File: config.mk
export PLATFORM = sky130hd
export DESIGN_NAME = lz78be_ctrl
export DESIGN_NICKNAME = d
export VERILOG_FILES = /design/src/hw/rtl/lz78be_pkg.sv /design/src/hw/rtl/lz78be_ctrl.sv
export VERILOG_INCLUDE_DIRS = /design/src /design/src/hw/rtl
export SDC_FILE = /design/constraint.sdc
export NUM_CORES = 1
export LEC_CHECK = 0
export ABC_CLOCK_PERIOD_IN_PS = 1300
export BUFFER_PORTS_ARGS = -buffer_cell sky130_fd_sc_hd__buf_4
export CAP_MARGIN = 30
export CORE_AREA = 2 2 39 41
export DETAILED_ROUTE_END_ITERATION = 8
export DIE_AREA = 0 0 41 43
export PLACE_DENSITY = 0.5
export SKIP_LAST_GASP = 1
export SLEW_MARGIN = 10
export SYNTH_ARGS = -nofsm -noshare
export SYNTH_HDL_FRONTEND = slang
export SYNTH_SLANG_ARGS = --single-unit
File: constraint.sdc
create_clock -name clk -period 1.3 [get_ports clk]
set_input_delay 0 -clock clk [delete_from_list [all_inputs] [get_ports clk]]
set_output_delay 0 -clock clk [all_outputs]
set_load 0.02 [all_outputs]
File: src/hw/rtl/assert_macros.svh
// assertion macros shared by the encoder rtl
// no dependencies; bodies compile away when SYNTH is defined
`ifndef ASSERT_MACROS_SVH
`define ASSERT_MACROS_SVH
`ifndef SYNTH
// antecedent implies consequent in the same cycle
`define ASSERT_IMPLIES(label, clk, rst, ante, cons) \
  label: assert property (@(posedge clk) disable iff (rst) (ante) |-> (cons)) \
    else $error("assertion violated");
// antecedent implies consequent in the next cycle
`define ASSERT_NEXT(label, clk, rst, ante, cons) \
  label: assert property (@(posedge clk) disable iff (rst) (ante) |=> (cons)) \
    else $error("assertion violated");
// condition never holds
`define ASSERT_NEVER(label, clk, rst, cond) \
  label: assert property (@(posedge clk) disable iff (rst) !(cond)) \
    else $error("assertion violated");
`else
`define ASSERT_IMPLIES(label, clk, rst, ante, cons)
`define ASSERT_NEXT(label, clk, rst, ante, cons)
`define ASSERT_NEVER(label, clk, rst, cond)
`endif
`endif

File: src/hw/rtl/lz78be_pkg.sv
// types and constants of the bitwise lz78 encoder
// no dependencies; used by the byte and code interfaces, controller, datapath and top level
package lz78be_pkg;

  // fixed field widths
  localparam int unsigned DATA_BYTE_W       = 8;
  localparam int unsigned CODE_PREFIX_W     = 15;
  localparam int unsigned NARROW_INDEX_BITS = 7;
  localparam int unsigned BIT_CNT_W         = 3;

  // controller states
  typedef enum logic [2:0] {
    ST_IDLE,
    ST_BIT,
    ST_SCAN_RD,
    ST_SCAN_CMP,
    ST_MISS,
    ST_TAIL,
    ST_FLUSH,
    ST_DONE
  } ctrl_state_t;

  // controller to datapath commands
  typedef struct packed {
    logic load;        // latch a new byte
    logic bit_setup;   // form the code of the current bit, set scan start
    logic scan_rd;     // read dictionary at scan index
    logic scan_cmp;    // compare read entry with the code
    logic miss_take;   // store and queue the code of a miss
    logic flush_rd;    // read dictionary at the prefix
    logic flush_take;  // queue the flushed pair
    logic finish;      // release the final code, restart on last byte
  } cmd_t;

  // datapath to controller status
  typedef struct packed {
    logic scan_empty;  // nothing to search for this bit
    logic hit;         // read entry equals the code
    logic scan_end;    // next scan index reaches the entry count
    logic can_emit;    // pending code can move to the output register
    logic bit_last;    // working on bit seven
    logic last_flag;   // byte marks end of stream
    logic prefix_nz;   // prefix is not empty
    logic pend_valid;  // a code waits in the pending register
  } status_t;

endpackage

File: src/hw/rtl/lz78be_ctrl.sv
// controller state machine of the encoder: sequences bit scans and code release
// depends on lz78be_pkg and assert_macros.svh
`include "assert_macros.svh"

module lz78be_ctrl (
  input  logic                 clk,
  input  logic                 rst,
  input  logic                 in_valid,
  output logic                 in_ready,
  input  lz78be_pkg::status_t  status,
  output lz78be_pkg::cmd_t     cmd
);

  lz78be_pkg::ctrl_state_t state;
  lz78be_pkg::ctrl_state_t state_next;

  // state register
  always_ff @(posedge clk) begin
    if (rst) begin
      state <= lz78be_pkg::ST_IDLE;
    end else begin
      state <= state_next;
    end
  end

  // next state and commands
  always_comb begin
    state_next = state;
    cmd        = '0;
    in_ready   = 1'b0;
    case (state)
      lz78be_pkg::ST_IDLE: begin
        in_ready = 1'b1;
        if (in_valid) begin
          cmd.load   = 1'b1;
          state_next = lz78be_pkg::ST_BIT;
        end
      end
      lz78be_pkg::ST_BIT: begin
        cmd.bit_setup = 1'b1;
        state_next    = status.scan_empty ? lz78be_pkg::ST_MISS : lz78be_pkg::ST_SCAN_RD;
      end
      lz78be_pkg::ST_SCAN_RD: begin
        cmd.scan_rd = 1'b1;
        state_next  = lz78be_pkg::ST_SCAN_CMP;
      end
      lz78be_pkg::ST_SCAN_CMP: begin
        cmd.scan_cmp = 1'b1;
        if (status.hit) begin
          state_next = status.bit_last ? lz78be_pkg::ST_TAIL : lz78be_pkg::ST_BIT;
        end else if (status.scan_end) begin
          state_next = lz78be_pkg::ST_MISS;
        end else begin
          state_next = lz78be_pkg::ST_SCAN_RD;
        end
      end
      lz78be_pkg::ST_MISS: begin
        if (status.can_emit) begin
          cmd.miss_take = 1'b1;
          state_next    = status.bit_last ? lz78be_pkg::ST_TAIL : lz78be_pkg::ST_BIT;
        end
      end
      lz78be_pkg::ST_TAIL: begin
        if (status.last_flag && status.prefix_nz) begin
          cmd.flush_rd = 1'b1;
          state_next   = lz78be_pkg::ST_FLUSH;
        end else begin
          state_next = lz78be_pkg::ST_DONE;
        end
      end
      lz78be_pkg::ST_FLUSH: begin
        if (status.can_emit) begin
          cmd.flush_take = 1'b1;
          state_next     = lz78be_pkg::ST_DONE;
        end
      end
      lz78be_pkg::ST_DONE: begin
        if (status.can_emit) begin
          cmd.finish = 1'b1;
          state_next = lz78be_pkg::ST_IDLE;
        end
      end
      default: begin
        state_next = lz78be_pkg::ST_IDLE;
      end
    endcase
  end

  // a new byte never starts while a code of the previous one is held back
  `ASSERT_IMPLIES(idle_no_pending, clk, rst, state == lz78be_pkg::ST_IDLE, !status.pend_valid)
  // a flush read is only issued for a nonempty prefix on the last byte
  `ASSERT_IMPLIES(flush_only_last, clk, rst, cmd.flush_rd, status.last_flag && status.prefix_nz)

endmodule

==> results.rst <==
.. list-table::
   :header-rows: 1

   * - Metric
     - Value
   * - Violation count after the first detailed-route iteration
     - 1
   * - Average wire length per cell after detail routing
     - 9.900 um
   * - Biggest area consumer among synthesized cells
     - dfxtp_1
   * - H-Tree Depth
     - 1
   * - Most used standard cells in the synthesized netlist
     - nor2_1 (6), nand2_1 (4), dfxtp_1 (3), nor3_1 (3), nor3_2 (3)
   * - Busiest grt layer
     - met2
   * - Number of stages on the worst hold path
     - 4
   * - Worst skew pair latency
     - 0.23 ns
   * - Worst Max-Slew Pin Slew
     - 0.2543 ns
   * - Number of flops mapped to enable cells by yosys
     - 0
   * - Most common cell type on the critical path
     - buf_4
   * - Worst setup slack before clock tree synthesis
     - 0.1721 ns
   * - Hold/Removal Path Class
     - in2reg
   * - Weighted congestion at the end of routability-driven global placement
     - 0.7224
   * - Global-route wire length before repair
     - 1214 um
   * - Average vias per placed instance
     - 4.425
   * - Y dimension of the die
     - 43 um
   * - Sort of element at the start of the critical path
     - register
   * - Worst reg2reg path endpoint
     - state[0]
   * - Clock skew after layout
     - 0.001708 ns
   * - Antenna violations before repair
     - 0
   * - Antenna Diode Count
     - 0
   * - Primary FF master, synth
     - dfxtp_1
   * - Die Wd
     - 41 um
   * - GR Layer Usage met2
     - 16.56%
   * - Worst hold start
     - status[5]
   * - Max Slew Vio Count
     - 0
   * - Startpoint-to-endpoint class of the critical path
     - reg2out
   * - Clock tree from TritonCTS
     - built
   * - Post-detailed-route DRC marker count
     - 0
   * - Arrival time worst endpoint
     - 1.19 ns
   * - Top area cells in the synthesized netlist
     - dfxtp_1 (19%), nor3_2 (9.5%), buf_6 (7.1%), nor2_1 (7.1%), nor3_1 (4.7%)
   * - Post-detailed-route count of antenna-violating nets
     - 0
   * - Number of fill cells
     - 153
   * - Mean instance size in the synthesized netlist
     - 7.914 um2
   * - CTS Sinks
     - 3
   * - Sequential share of the synthesized area
     - 18.97%
   * - Remaining max-slew budget at the tightest pin
     - 82.87%
   * - Largest delay share family, worst path
     - flip-flops
   * - Syn Inst Count
     - 40
   * - Total power density per cell area
     - 1032 nW/um2
   * - Clock-pin slew of the registers on the worst-case setup and hold paths
     - 0.03 ns
   * - Period utilisation layout
     - 91.42%
   * - Number of I/O port buffers
     - 18
   * - Portion of synthesized cell area occupied by the leading cell type
     - 18.97%
   * - Largest registers in the final layout
     - state: 3 flops
   * - Max FFs per register
     - 3
   * - Nature of the critical path endpoint
     - output port
   * - Number of warning messages in the yosys log
     - 0
   * - CTS Root Buffer Type
     - clkbuf_4
   * - Core box area
     - 1384 um2
   * - Number of nets in the final layout
     - 76
   * - Maximum clock frequency
     - 841.4 MHz
   * - Total routed wirelength
     - 792 um
   * - Number of buffers created by CTS
     - 3
   * - Area of the mapped netlist
     - 316.6 um2
   * - Via count of the first global-routing pass
     - 310
   * - Initial core utilization
     - 22.88%
   * - Residual overflow from global routing
     - 0
   * - Cell-by-cell trace of the critical path
     - buf_4, nor3_2, and2_1, buf_4
   * - CP max stage cell
     - dfxtp_2
   * - Post-DP HPWL
     - 651.7 um
   * - Worst flop-to-flop path startpoint
     - state[2]
   * - Reg with most FFs
     - state
   * - FFs w/ async S/R, synth
     - 0%
   * - Total global routing track utilization
     - 10.53%
   * - Setup slack, reg-to-reg
     - 0.22 ns
   * - Max-cap check violation count
     - 0
   * - Highest cell delay on the worst timing path
     - 0.34 ns
   * - Post-placement cell area
     - 471.7 um2
   * - Syn_nets
     - 51
   * - Required time at the worst-slack endpoint
     - 1.30 ns
   * - Crit path buffers/inverters
     - 2
   * - Maximum number of pins on one net before global-route repair
     - 9
   * - Area enclosed by the die boundary
     - 1763 um2
   * - Fraction of final layout cells sized beyond drive strength 1
     - 53.13%
   * - Vias
     - 354
   * - Minimum setup slack in the final design
     - 0.1115 ns
   * - Leak pwr
     - 0.2342 nW
   * - Post-Route Setup TNS
     - 0 ns
   * - I/O pin cnt
     - 20
   * - Minimum period implied by the final worst setup slack
     - 1.189 ns
   * - Layout Cell Area excl Fill
     - 511.7 um2
   * - Synth-to-layout area growth
     - 61.66%
   * - Met3 Resource Use GR
     - 6.283%
   * - Maximum fanout along the worst path
     - 7
   * - Final standard cell utilization of the core
     - 36.98%
   * - Final count of hold timing violations
     - 0
   * - Result of the run
     - finished clean
   * - First-pass iteration count of the detailed router
     - 2
   * - Fraction of met1 tracks used by global routing
     - 10.90%
   * - Maximum buffer depth of the clock tree
     - 2
   * - Number of failing setup endpoints in the final timing report
     - 0
   * - Count of unique library cells instantiated by Yosys
     - 21
   * - Min Hold Slack
     - 0.1238 ns
   * - Unrepaired setup endpoints after global routing
     - no
   * - Hold Path End
     - state[2]
   * - Number of synthesized register bits
     - 3
   * - Number of buffers added for setup after CTS
     - 0
   * - Most repeated cell in the gate-level netlist after synthesis
     - nor2_1
   * - Maximum vdd drop
     - 0.0005464 V
   * - R2r worst-path depth
     - 3
   * - FP Rows
     - 14
## worst reg2reg max path, stage by stage, from the launching register on
cell and delay [ns]:
dfxtp_2 0.36, nand2_1 0.13, o21ai_0 0.14, a2111oi_2 0.35
## cell families after synthesis
group	after synthesis	share of synthesized area [%]
compound gates	7	19.76
buf+inv	4	10.67
flops	3	18.97
mux	1	3.162
simple gates	25	47.43
## power by group
group | switching, W | internal, W
clock network | 0.0000453 | 0.000115
registers | 0.0000260 | 0.000109
logic | 0.000110 | 0.000124
## per-layer routing
metal	wire (um)	vias up
met2	368	16
met5	0	-
li1	-	186
met4	0	0
met3	79	0
met1	344	152
## metrics by stage
stage / cells / total power [W]
floorplan: 40 / 0.0002813
global placement: 75 / 0.0003646
detailed placement: 75 / 0.0003657
CTS: 80 / 0.0005363
global route: 80 / 0.0005784
finish: 80 / 0.0005283
## placed cells by master (no fill, tap or decap)
| cell type | count |
|---|---|
| a2111oi_2 | 1 |
| clkbuf_1 | 1 |
| nor2b_1 | 2 |
| dlygate4sd3_1 | 1 |
| a211oi_2 | 1 |
| clkbuf_4 | 3 |
| nand2_1 | 4 |
| nor3b_1 | 1 |
| inv_1 | 1 |
| and2_1 | 2 |
| nand3b_1 | 1 |
| nor3_2 | 3 |
| dfxtp_2 | 3 |
| o21ai_0 | 2 |
| mux2i_1 | 1 |
| a21oi_1 | 1 |
| nor2_1 | 6 |
| o21ba_1 | 1 |
| nand2b_1 | 2 |
| nor4b_2 | 1 |
| a32o_1 | 1 |
| nor3_1 | 3 |
| buf_4 | 22 |
## cell type report
| cell class | count | area, um2 | area share [%] |
|---|---|---|---|
| clock buffers | 4 | 26.28 | 5.134 |
| inverters | 1 | 3.754 | 0.7335 |
| multi-input cells | 33 | 222.7 | 43.52 |
| flip-flops and latches | 3 | 63.81 | 12.47 |
| well taps | 16 | 20.02 | 3.912 |
| repair buffers | 23 | 175.2 | 34.23 |
## worst max-delay path by stage
stage                         from  endpoint  cells past startpoint
after floorplan           state[1]    cmd[7]                      3
after CTS                 state[1]    cmd[7]                      4
after global routing      state[1]    cmd[7]                      4
after detailed placement  state[2]  state[0]                      3
final                     state[1]    cmd[7]                      4
after global placement    state[0]  state[2]                      3
## repair_timing
action	4_1_cts	5_1_grt
endpoints found under the hold margin	2	0
endpoints found under the setup margin	0	4
gates resized for setup	0	3
hold buffers	1	0
(Power assumes the default switching activity.)
